## src/assert_macros.svh

```systemverilog
// ----------------------------------------------------------------------------
// assert_macros.svh
// Concurrent assertion helpers for the RTL files.
// ----------------------------------------------------------------------------
`ifndef ASSERT_MACROS_SVH
`define ASSERT_MACROS_SVH

// same-cycle implication, disabled while reset is asserted
`define ASSERT_SAME(lbl, clk, rst_n, ante, cons) \
    lbl: assert property (@(posedge clk) disable iff (!(rst_n)) (ante) |-> (cons)) \
        else $error("assertion failed");

// next-cycle implication, disabled while reset is asserted
`define ASSERT_NEXT(lbl, clk, rst_n, ante, cons) \
    lbl: assert property (@(posedge clk) disable iff (!(rst_n)) (ante) |=> (cons)) \
        else $error("assertion failed");

`endif

```

## src/crcfd_pkg.sv

```systemverilog
// ----------------------------------------------------------------------------
// crcfd_pkg
// Types, constants and the CRC-16 byte update for the frame decoder.
// ----------------------------------------------------------------------------
package crcfd_pkg;

    localparam int LEN_W = 14;

    localparam logic [7:0]       START_BYTE = 8'h55;
    localparam logic [LEN_W-1:0] LEN_MAX    = 14'h3FFF;
    localparam logic [15:0]      CRC_POLY   = 16'hA001;
    localparam logic [15:0]      CRC_INIT   = 16'hFFFF;

    typedef enum logic [2:0] {
        PH_START  = 3'd0,
        PH_LEN_LO = 3'd1,
        PH_LEN_HI = 3'd2,
        PH_HDR    = 3'd3,
        PH_CRC_LO = 3'd4,
        PH_CRC_HI = 3'd5,
        PH_DATA   = 3'd6
    } phase_t;

    // tuser bit positions, lowest first
    localparam int U_PAYLOAD_VALID = 0;
    localparam int U_FRAME_GOOD    = 1;
    localparam int U_HEADER_ERROR  = 2;
    localparam int U_LENGTH_ERROR  = 3;

    // Modbus CRC-16, reflected, one byte
    function automatic logic [15:0] crc16_update(input logic [15:0] crc,
                                                 input logic [7:0]  data);
        logic [15:0] c;
        c = crc ^ {8'h00, data};
        for (int k = 0; k < 8; k++) begin
            if (c[0]) begin
                c = (c >> 1) ^ CRC_POLY;
            end else begin
                c = c >> 1;
            end
        end
        return c;
    endfunction

endpackage

```

## src/crc16_frame_decoder.sv

```systemverilog
// ----------------------------------------------------------------------------
// crc16_frame_decoder
// Byte-serial packet deframer with Modbus CRC-16 check.
// ----------------------------------------------------------------------------
// Usage:
//   s_axis: one received byte per request (s_tdata). Each accepted byte gives
//   exactly one request on m_axis in the next cycle, in input order.
//   Frame: 0x55, length low, length high, header check, CRC low, CRC high,
//   then the payload bytes, which pass through with the payload_valid flag.
//   m_tlast marks the byte that completes a frame; frame_good and
//   frame_length are valid there. Header or length errors drop the frame and
//   are flagged on the offending byte.
//   Throughput is 1 byte per cycle, set by the single output register, which
//   takes a new byte whenever it is empty or being drained in the same cycle.
//   When m_tready is low with a result pending, s_tready drops and the
//   deframer state holds until the result is taken.
//   Reset (aresetn low, synchronous) returns to waiting for a start byte,
//   empties the output register and sets max_frame_length to 16383.
//   cfg_we/cfg_wdata write max_frame_length; write only while idle.
// ----------------------------------------------------------------------------
`include "assert_macros.svh"

module crc16_frame_decoder (
    input  logic        aclk,
    input  logic        aresetn,
    // configuration: max_frame_length
    input  logic        cfg_we,
    input  logic [13:0] cfg_wdata,
    // input stream
    input  logic        s_tvalid,
    output logic        s_tready,
    input  logic [7:0]  s_tdata,   // [7:0] rx_byte
    // result stream
    output logic        m_tvalid,
    input  logic        m_tready,
    output logic [23:0] m_tdata,   // [7:0] payload_byte, [21:8] frame_length, [23:22] zero
    output logic [3:0]  m_tuser,   // [0] payload_valid, [1] frame_good,
                                   // [2] header_error, [3] length_error
    output logic        m_tlast    // frame_end
);

    localparam int LW = crcfd_pkg::LEN_W;

    logic [LW-1:0]      max_len_reg;
    crcfd_pkg::phase_t  phase_reg, phase_next;
    logic [LW-1:0]      plen_reg, plen_next;
    logic [7:0]         hsum_reg, hsum_next;
    logic [15:0]        exp_crc_reg, exp_crc_next;
    logic [15:0]        run_crc_reg, run_crc_next;
    logic [LW-1:0]      count_reg, count_next;

    logic               out_valid_reg;
    logic [7:0]         out_byte_reg, out_byte_next;
    logic [LW-1:0]      out_len_reg, out_len_next;
    logic [3:0]         out_user_reg, out_user_next;
    logic               out_last_reg, out_last_next;

    logic               in_req;
    logic [LW-1:0]      len_full;
    logic [15:0]        crc_full;
    logic [15:0]        crc_step;
    logic [LW-1:0]      count_inc;

    assign s_tready = !out_valid_reg || m_tready;
    assign in_req   = s_tvalid && s_tready;

    assign len_full  = {s_tdata[LW-9:0], plen_reg[7:0]};
    assign crc_full  = {s_tdata, exp_crc_reg[7:0]};
    assign crc_step  = crcfd_pkg::crc16_update(run_crc_reg, s_tdata);
    assign count_inc = count_reg + LW'(1);

    // next state
    always_comb begin
        phase_next   = phase_reg;
        plen_next    = plen_reg;
        hsum_next    = hsum_reg;
        exp_crc_next = exp_crc_reg;
        run_crc_next = run_crc_reg;
        count_next   = count_reg;
        case (phase_reg)
            crcfd_pkg::PH_START: begin
                if (s_tdata == crcfd_pkg::START_BYTE) begin
                    hsum_next    = crcfd_pkg::START_BYTE;
                    run_crc_next = crcfd_pkg::CRC_INIT;
                    phase_next   = crcfd_pkg::PH_LEN_LO;
                end
            end
            crcfd_pkg::PH_LEN_LO: begin
                plen_next  = {{(LW-8){1'b0}}, s_tdata};
                hsum_next  = hsum_reg ^ s_tdata;
                phase_next = crcfd_pkg::PH_LEN_HI;
            end
            crcfd_pkg::PH_LEN_HI: begin
                plen_next  = len_full;
                hsum_next  = hsum_reg ^ s_tdata;
                count_next = '0;
                if (len_full > max_len_reg) begin
                    phase_next = crcfd_pkg::PH_START;
                end else begin
                    phase_next = crcfd_pkg::PH_HDR;
                end
            end
            crcfd_pkg::PH_HDR: begin
                if (s_tdata != hsum_reg) begin
                    phase_next = crcfd_pkg::PH_START;
                end else begin
                    phase_next = crcfd_pkg::PH_CRC_LO;
                end
            end
            crcfd_pkg::PH_CRC_LO: begin
                exp_crc_next = {8'h00, s_tdata};
                phase_next   = crcfd_pkg::PH_CRC_HI;
            end
            crcfd_pkg::PH_CRC_HI: begin
                exp_crc_next = crc_full;
                run_crc_next = crcfd_pkg::CRC_INIT;
                count_next   = '0;
                if (plen_reg == '0) begin
                    phase_next = crcfd_pkg::PH_START;
                end else begin
                    phase_next = crcfd_pkg::PH_DATA;
                end
            end
            crcfd_pkg::PH_DATA: begin
                run_crc_next = crc_step;
                count_next   = count_inc;
                if (count_inc == plen_reg) begin
                    phase_next = crcfd_pkg::PH_START;
                end
            end
            default: begin
                phase_next = crcfd_pkg::PH_START;
            end
        endcase
    end

    // result fields
    always_comb begin
        out_byte_next = '0;
        out_len_next  = '0;
        out_user_next = '0;
        out_last_next = 1'b0;
        case (phase_reg)
            crcfd_pkg::PH_LEN_HI: begin
                out_user_next[crcfd_pkg::U_LENGTH_ERROR] = (len_full > max_len_reg);
            end
            crcfd_pkg::PH_HDR: begin
                out_user_next[crcfd_pkg::U_HEADER_ERROR] = (s_tdata != hsum_reg);
            end
            crcfd_pkg::PH_CRC_HI: begin
                if (plen_reg == '0) begin
                    out_last_next = 1'b1;
                    out_user_next[crcfd_pkg::U_FRAME_GOOD] = (crc_full == crcfd_pkg::CRC_INIT);
                end
            end
            crcfd_pkg::PH_DATA: begin
                out_byte_next = s_tdata;
                out_user_next[crcfd_pkg::U_PAYLOAD_VALID] = 1'b1;
                if (count_inc == plen_reg) begin
                    out_last_next = 1'b1;
                    out_len_next  = plen_reg;
                    out_user_next[crcfd_pkg::U_FRAME_GOOD] = (crc_step == exp_crc_reg);
                end
            end
            default: begin
                out_last_next = 1'b0;
            end
        endcase
    end

    always_ff @(posedge aclk) begin
        if (!aresetn) begin
            max_len_reg   <= crcfd_pkg::LEN_MAX;
            phase_reg     <= crcfd_pkg::PH_START;
            plen_reg      <= '0;
            hsum_reg      <= crcfd_pkg::START_BYTE;
            exp_crc_reg   <= '0;
            run_crc_reg   <= crcfd_pkg::CRC_INIT;
            count_reg     <= '0;
            out_valid_reg <= 1'b0;
        end else begin
            if (cfg_we) begin
                max_len_reg <= cfg_wdata;
            end
            if (in_req) begin
                phase_reg     <= phase_next;
                plen_reg      <= plen_next;
                hsum_reg      <= hsum_next;
                exp_crc_reg   <= exp_crc_next;
                run_crc_reg   <= run_crc_next;
                count_reg     <= count_next;
                out_valid_reg <= 1'b1;
            end else if (m_tready) begin
                out_valid_reg <= 1'b0;
            end
        end
    end

    always_ff @(posedge aclk) begin
        if (in_req) begin
            out_byte_reg <= out_byte_next;
            out_len_reg  <= out_len_next;
            out_user_reg <= out_user_next;
            out_last_reg <= out_last_next;
        end
    end

    assign m_tvalid = out_valid_reg;
    assign m_tdata  = {{(24-LW-8){1'b0}}, out_len_reg, out_byte_reg};
    assign m_tuser  = out_user_reg;
    assign m_tlast  = out_last_reg;

    // payload byte in gives a flagged payload result
    `ASSERT_NEXT(a_data_passes, aclk, aresetn,
        in_req && phase_reg == crcfd_pkg::PH_DATA,
        m_tvalid && m_tuser[crcfd_pkg::U_PAYLOAD_VALID])

    // hunting for a start byte reports nothing
    `ASSERT_NEXT(a_start_quiet, aclk, aresetn,
        in_req && phase_reg == crcfd_pkg::PH_START,
        m_tvalid && m_tuser == 4'b0000 && !m_tlast)

    // a dropped frame leaves the deframer hunting again
    `ASSERT_SAME(a_drop_resyncs, aclk, aresetn,
        m_tvalid && (m_tuser[crcfd_pkg::U_HEADER_ERROR] || m_tuser[crcfd_pkg::U_LENGTH_ERROR]),
        phase_reg == crcfd_pkg::PH_START && !m_tlast)

endmodule

```

## config.mk

```make
export PLATFORM = sky130hd
export DESIGN_NAME = crc16_frame_decoder
export DESIGN_NICKNAME = d
export VERILOG_FILES = /design/src/crcfd_pkg.sv /design/src/crc16_frame_decoder.sv
export VERILOG_INCLUDE_DIRS = /design/src /design/src/src
export SDC_FILE = /design/constraint.sdc
export NUM_CORES = 1
export LEC_CHECK = 0
export BUFFER_PORTS_ARGS = -buffer_cell sky130_fd_sc_hd__buf_2
export CAP_MARGIN = 20
export CORE_MARGIN = 2
export CORE_UTILIZATION = 60
export DETAILED_ROUTE_END_ITERATION = 10
export GPL_TIMING_DRIVEN = 0
export PLACE_DENSITY = 0.84
export SETUP_SLACK_MARGIN = 0.2
export SLEW_MARGIN = 5
export SYNTH_ARGS = -nofsm -noshare
export SYNTH_HDL_FRONTEND = slang
export SYNTH_SLANG_ARGS = --single-unit
```

## constraint.sdc

```tcl
create_clock -name aclk -period 7.3 [get_ports aclk]
set_input_delay 1.095 -clock aclk [delete_from_list [all_inputs] [get_ports aclk]]
set_output_delay 1.095 -clock aclk [all_outputs]
set_load 0.01 [all_outputs]
```

==> qor.csv, run 1 <==
stage;metric;value;unit
logic_synthesis;Seq cells post-synth;113;
route;antenna viol nets, final;0;
logic_synthesis;area share of the largest cell type after synthesis;28.1;%
floorplanning;# IOs;58;
global_route;met1 usage;35.8;%
clocking;CTS Hold Buffers Added;0;
sta;worst setup margin;3.74;ns
logic_synthesis;YS warnings;0;
route;1st-pass router iterations;5;
critical_path;CP Data Arrival Time;3.95;ns
logic_synthesis;most common cell in the synthesized netlist;dfxtp_1;
place;worst slack, placed;2.80;ns
finish;n_diodes;0;
floorplanning;row count;36;
clocking;# resized after CTS;0;
critical_path;origin of the critical flop-to-flop path;m_tvalid$_SDFFE_PN0P_;
clocking;Worst-Skew Late Latency;0.53;ns
clocking;Clock Tree Buf Depth;2;
finish;# fillers;743;
sta;Worst Max-Slew Pin Slew;0.870;ns
critical_path;worst path required time;7.69;ns
finish;synthesis-to-layout area growth;16.4;%
floorplanning;Horiz. Die Dim;105;um
logic_synthesis;Synth top cells by count;86 x dfxtp_1, 72 x nand2_1, 35 x nor2_1, 32 x nand3_1, 32 x xnor2_1;
critical_path;worst-path cell chain;buf_2 -> nand2b_1 -> nand2_1 -> clkinv_1 -> nand3_1 -> clkbuf_1 -> nor2_1 -> o21ai_0 -> a21boi_0;
clocking;Num CTS Buffers;17;
logic_synthesis;mapped cell area;6120;sq um
route;average wire per standard cell;17.5;um
critical_path;Max stage delay on crit path;0.77;ns
clocking;Worst-path clk slew;0.06;ns
sta;Tmin final;3.56;ns
critical_path;CP max-delay cell;nand3_1;
hold_path;Hold Path Class;flip-flop to flip-flop;
floorplanning;Die H;105;um
floorplanning;initial core utilization;62.3;%
logic_synthesis;cells after synthesis;665;
logic_synthesis;sequential area share after synthesis;41.4;%
place;placer congestion estimate;0.907;
critical_path;cell family with the largest share of critical-path delay;simple AND/OR/NAND/NOR gates;
sta;setup TNS;0;ns
clocking;H-tree Lvls;4;
finish;nets@finish;779;
global_route;met3 usage;5.68;%
sta;Final Hold Viols;0;
job;MaxCap Viol Count;0;
sta;slew margin rel.;41.4;%
critical_path;Worst setup SP type;input pin;
logic_synthesis;largest cells by area after synthesis;dfxtp_1 28%, edfxtp_1 13%, xnor2_1 4.6%;
sta;post-route clock skew;0.00945;ns
critical_path;Critical path destination;count_reg[11]$_SDFFE_PN0P_;
sta;Setup violations, final;0;
global_route;first-pass GRT wire length;25.0;mm
critical_path;critical path class;input pin to flip-flop;
logic_synthesis;number of synthesized flops with an enable pin;27;
global_route;gr busiest metal;met2;
finish;Multi-input gate area;3270;sq um
finish;share of cells above drive strength 1;18.0;%
clocking;post-CTS setup buffer count;0;
route;vias;5338;
global_route;total global routing overflow;0;
place;input/output buffers;51;
sta;Final Max Tran Viols;0;
critical_path;Crit path depth;9;
global_route;GRT Resource Usage Total;29.0;%
critical_path;critical path endpoint category;flip-flop;
floorplanning;Die ar.;11000;sq um
clocking;Root Driver;clkbuf_8;
critical_path;worst path bufs/invs;3;
logic_synthesis;Main synth FF type;dfxtp_1;
logic_synthesis;syn_area_per_cell;9.20;sq um
global_route;largest net degree at the start of global routing;36;
pwr;Pwr per Cell Area;216;nW/um^2
route;WL final;15.5;mm
finish;register area;2530;sq um
critical_path;R2R Path End;count_reg[11]$_SDFFE_PN0P_;
critical_path;R2R setup slack;4.16;ns
outcome;status;complete, no violations;
global_route;met2 layer usage reported by global route;48.1;%
logic_synthesis;Synth cell types;72;
critical_path;worst setup path startpoint;m_tready;
place;hpwl dp;11.0;mm
sta;RSZ-0062 raised after global routing;no;
logic_synthesis;leading area contributor after synthesis;dfxtp_1;
route;# DRC;0;
clocking;CTS tree;yes;
sta;fmax;281;MHz
sta;period utilisation layout;48.7;%
critical_path;Crit Path Max Fanout;17;
clocking;clock sink count;113;
floorplanning;Core ar.;9820;sq um
critical_path;depth of the most critical reg-to-reg path;8;
global_route;initial antenna violation count;0;
route;Vias/cell;6.05;
logic_synthesis;Post-synth ARST share;0;%
global_route;vias in the first global route;5136;
route;Initial DRC Count;420;
sta;final hold slack;0.490;ns
pwr;VDD IR max;0.000151;V
pwr;Pleak;2.89;nW
==> how the worst min path moves through the flow <==
stage	startpoint	to	cells past startpoint
6_report	max_len_reg[9]$_SDFFE_PN1P_	max_len_reg[9]$_SDFFE_PN1P_	2
4_1_cts	max_len_reg[9]$_SDFFE_PN1P_	max_len_reg[9]$_SDFFE_PN1P_	2
3_3_place_gp	max_len_reg[13]$_SDFFE_PN1P_	max_len_reg[13]$_SDFFE_PN1P_	2
5_1_grt	max_len_reg[5]$_SDFFE_PN1P_	max_len_reg[5]$_SDFFE_PN1P_	2
3_5_place_dp	max_len_reg[9]$_SDFFE_PN1P_	max_len_reg[9]$_SDFFE_PN1P_	2
2_1_floorplan	max_len_reg[0]$_SDFFE_PN1P_	max_len_reg[0]$_SDFFE_PN1P_	2
==> tightest hold or removal path, cell delays in order, from the launching register on <==
cell and delay, ns:
dfxtp_1 0.30, inv_1 0.07, o211ai_1 0.08
==> stage by stage <==
stage               utilization [%]  instances  power [W]  instance area [sq um]
floorplan                         -        666   0.000756                   6120
finish                         72.5        883    0.00154                   7120
global route                   72.5        883    0.00158                   7120
global placement               66.7        850   0.000788                   6550
CTS                            72.2        882    0.00154                   7090
detailed placement             66.7        850   0.000793                   6550
==> placed cells by master (no fill, tap or decap), types with 7 or more instances in the layout <==
master	netlist	final
nor4_1	7	7
a22oi_1	15	15
clkbuf_1	25	30
and3_1	17	17
inv_1	23	23
ha_1	15	15
nand2_1	72	72
nor2_1	35	35
o211ai_1	16	16
a21boi_0	25	25
and2_1	11	11
o22ai_1	20	20
clkbuf_16	0	18
nand4_1	12	12
xnor2_1	32	32
buf_2	10	61
xor2_1	15	15
and2_4	9	9
a21oi_1	15	15
o21ai_0	27	27
nor3_1	8	8
nor2b_1	20	20
dfxtp_1	86	86
edfxtp_1	27	27
nand3_1	32	32
==> per-layer routing <==
metal	vias to the layer above	wire length, um	part of all wire [%]
li1	2500	-	-
met1	2515	6400	41
met2	273	7440	48
met3	50	1160	7.5
met4	0	491	3.2
met5	-	0	0
==> area by class of cell <==
cell class              count  area share [%]
plain buffers              45            3.23
multi-input cells         484            45.9
inverters                  24            1.26
well taps                 133            2.34
flip-flops and latches    113            35.6
clock buffers              27            7.36
clock inverters             5           0.351
repair buffers             52            3.97
==> cell families after synthesis <==
group	after synthesis	share of synthesized area [%]
buffers and inverters	69	5.23
flip-flops	113	41.4
adder cells (fa/ha/maj)	15	3.07
XOR/XNOR	61	10.7
multiplexers	3	0.511
other	1	0.0613
AO/OA/AOI/OAI	147	16.4
AND/OR/NAND/NOR	256	22.7
==> power breakdown <==
group / switching [W] / leakage (nW) / total [W] / internal (W)
clock network: 0.000276 / 0.276 / 0.000757 / 0.000481
logic: 0.0000747 / 1.64 / 0.000127 / 0.0000526
registers: 0.00000348 / 0.971 / 0.000657 / 0.000653
total: 0.000354 / 2.89 / 0.00154 / 0.00119
Power figures use the tool's default switching activity.
==> run 2: changes to the inputs <==
==> constraint.sdc (replaced) <==
create_clock -name aclk -period 3.4 [get_ports aclk]
set_input_delay 0.51 -clock aclk [delete_from_list [all_inputs] [get_ports aclk]]
set_output_delay 0.51 -clock aclk [all_outputs]
set_load 0.01 [all_outputs]
==> run 2 against run 1 <==
Compared with the run above: count of clock-buffer cells in the layout stayed put; final cell count is 0.11% lower; cell area is 0.37% lower; critical path depth is 1 lower; power is 110% higher; utilization is 0.27 points lower; via count is 0.13% lower; clock power is 120% higher; flip-flop and latch count stayed put; sequential power is 110% higher.
==> qor.csv, run 2 (same netlist as run 1, synthesis figures left out) <==
stage;metric;value;unit
outcome;status;complete, no violations;
place;input/output buffers;51;
pwr;Pwr per Cell Area;466;nW/um^2
global_route;initial antenna violation count;0;
clocking;Worst-Skew Late Latency;0.53;ns
clocking;# resized after CTS;1;
hold_path;Hold Path Cell Cnt;3;
pwr;Comb pwr share;8.1;%
pwr;part of the power in registers;42.6;%
place;hpwl dp;11.0;mm
place;placer congestion estimate;0.907;
critical_path;CP max-delay cell;nand3_1;
route;vias;5331;
global_route;gr busiest metal;met2;
critical_path;CP Data Arrival Time;3.34;ns
pwr;VDD IR max;0.000329;V
critical_path;origin of the critical flop-to-flop path;m_tvalid$_SDFFE_PN0P_;
route;Vias/cell;6.04;
sta;RSZ-0062 raised after global routing;no;
finish;Util after Layout;72.3;%
pwr;switching part of the total;23.1;%
floorplanning;Horiz. Die Dim;105;um
clocking;clock sink count;113;
finish;Non-Filler Instances;882;
finish;most frequent cells in the layout;86 x dfxtp_1, 72 x nand2_1, 61 x buf_2;
floorplanning;Die H;105;um
global_route;met2 layer usage reported by global route;48.1;%
clocking;Clock Tree Buf Depth;2;
route;antenna viol nets, final;0;
floorplanning;Core ar.;9820;sq um
finish;nets@finish;778;
critical_path;critical path class;flip-flop to flip-flop;
critical_path;depth of the most critical reg-to-reg path;8;
pwr;P_sw;0.000763;W
global_route;first-pass GRT wire length;25.0;mm
route;1st-pass router iterations;7;
sta;fmax;340;MHz
clocking;post-CTS setup buffer count;0;
sta;final hold slack;0.187;ns
sta;Tmin final;2.94;ns
critical_path;cell family with the largest share of critical-path delay;simple AND/OR/NAND/NOR gates;
finish;synthesis-to-layout area growth;15.9;%
clocking;Num CTS Buffers;17;
global_route;met3 usage;5.68;%
critical_path;worst-path cell chain;nand2b_1 -> nand2_1 -> clkinv_2 -> nand3_1 -> clkbuf_1 -> nor2_1 -> o21ai_0 -> a21boi_0;
critical_path;worst path bufs/invs;2;
critical_path;Worst setup SP type;flip-flop;
critical_path;Crit path depth;8;
clocking;H-tree Lvls;4;
sta;Worst Max-Slew Pin Slew;0.949;ns
critical_path;Max stage delay on crit path;0.70;ns
sta;slew margin rel.;36.1;%
pwr;Clock power frac;49.3;%
sta;Final Hold Viols;0;
floorplanning;Die ar.;11000;sq um
critical_path;worst path required time;3.80;ns
route;# DRC;0;
global_route;total global routing overflow;0;
pwr;total chip power;0.00331;W
finish;# fillers;749;
sta;post-route clock skew;0.0101;ns
critical_path;Crit Path Max Fanout;35;
route;average wire per standard cell;17.6;um
clocking;Worst-path clk slew;0.06;ns
floorplanning;# IOs;58;
finish;share of cells above drive strength 1;18.0;%
global_route;largest net degree at the start of global routing;36;
finish;n_diodes;0;
place;Cells after DPL;850;
route;WL final;15.5;mm
route;Initial DRC Count;423;
global_route;met1 usage;35.8;%
floorplanning;initial core utilization;62.3;%
pwr;cell-internal power;0.00255;W
sta;Setup violations, final;0;
clocking;CTS Hold Buffers Added;0;
critical_path;R2R setup slack;0.46;ns
clocking;Root Driver;clkbuf_8;
pwr;Pleak;2.88;nW
critical_path;R2R Path End;count_reg[11]$_SDFFE_PN0P_;
clocking;CTS tree;yes;
global_route;vias in the first global route;5136;
critical_path;worst setup path startpoint;m_tvalid$_SDFFE_PN0P_;
global_route;GRT Resource Usage Total;29.0;%
job;MaxCap Viol Count;0;
finish;commonest non-fill, non-tap cell in the layout;dfxtp_1;
critical_path;critical path endpoint category;flip-flop;
sta;period utilisation layout;86.5;%
hold_path;Hold Path Class;input pin to flip-flop;
sta;Final Max Tran Viols;0;
critical_path;Critical path destination;count_reg[11]$_SDFFE_PN0P_;
floorplanning;row count;36;
-- run 2: worst min path at each step --
stage                                             from                            to  slack (ns)
final                                     cfg_wdata[8]   max_len_reg[8]$_SDFFE_PN1P_        0.19
after global routing                      cfg_wdata[3]   max_len_reg[3]$_SDFFE_PN1P_        0.20
after CTS                                 cfg_wdata[8]   max_len_reg[8]$_SDFFE_PN1P_        0.19
after detailed placement   max_len_reg[9]$_SDFFE_PN1P_   max_len_reg[9]$_SDFFE_PN1P_        0.48
after global placement    max_len_reg[13]$_SDFFE_PN1P_  max_len_reg[13]$_SDFFE_PN1P_        0.48
after floorplan            max_len_reg[0]$_SDFFE_PN1P_   max_len_reg[0]$_SDFFE_PN1P_        0.45
-- run 2: layout make-up --
cell class / instances / area [sq um] / area share (%)
buffer: 45 / 230 / 3.24
clock buffer: 27 / 524 / 7.39
clock inverter: 5 / 25.0 / 0.353
inverter: 24 / 91.3 / 1.29
multi-input combinational: 484 / 3270 / 46.1
sequential: 113 / 2530 / 35.7
tap: 133 / 166 / 2.35
timing repair buffer: 51 / 255 / 3.60
-- run 2: power by group through the flow --
stage	Clock [W]	Combinational, W	Sequential (W)
after CTS	0.00162	0.000267	0.00141
after detailed placement	0	0.000264	0.00144
after global placement	0	0.000256	0.00144
final	0.00163	0.000268	0.00141
after global routing	0.00169	0.000293	0.00141
after floorplan	0	0.000177	0.00145
-- run 2: tightest hold or removal path, stage by stage --
cell	delay [ns]
buf_2	0.07
nand2_1	0.04
o211ai_1	0.06
-- run 2: through the flow --
step                      cell area (sq um)  setup TNS, ns  setup WS (ns)
after floorplan                        6120              0          0.632
after global placement                 6550          -3.89         -0.347
after detailed placement               6550          -8.60         -0.516
after CTS                              7100              0          0.556
after global routing                   7100              0          0.275
final                                  7100              0          0.458
-- run 2: routing by layer --
metal	share of wire (%)	vias to the layer above
li1	-	2504
met4	3.2	0
met2	48	270
met1	42	2504
met5	0	-
met3	7.6	53
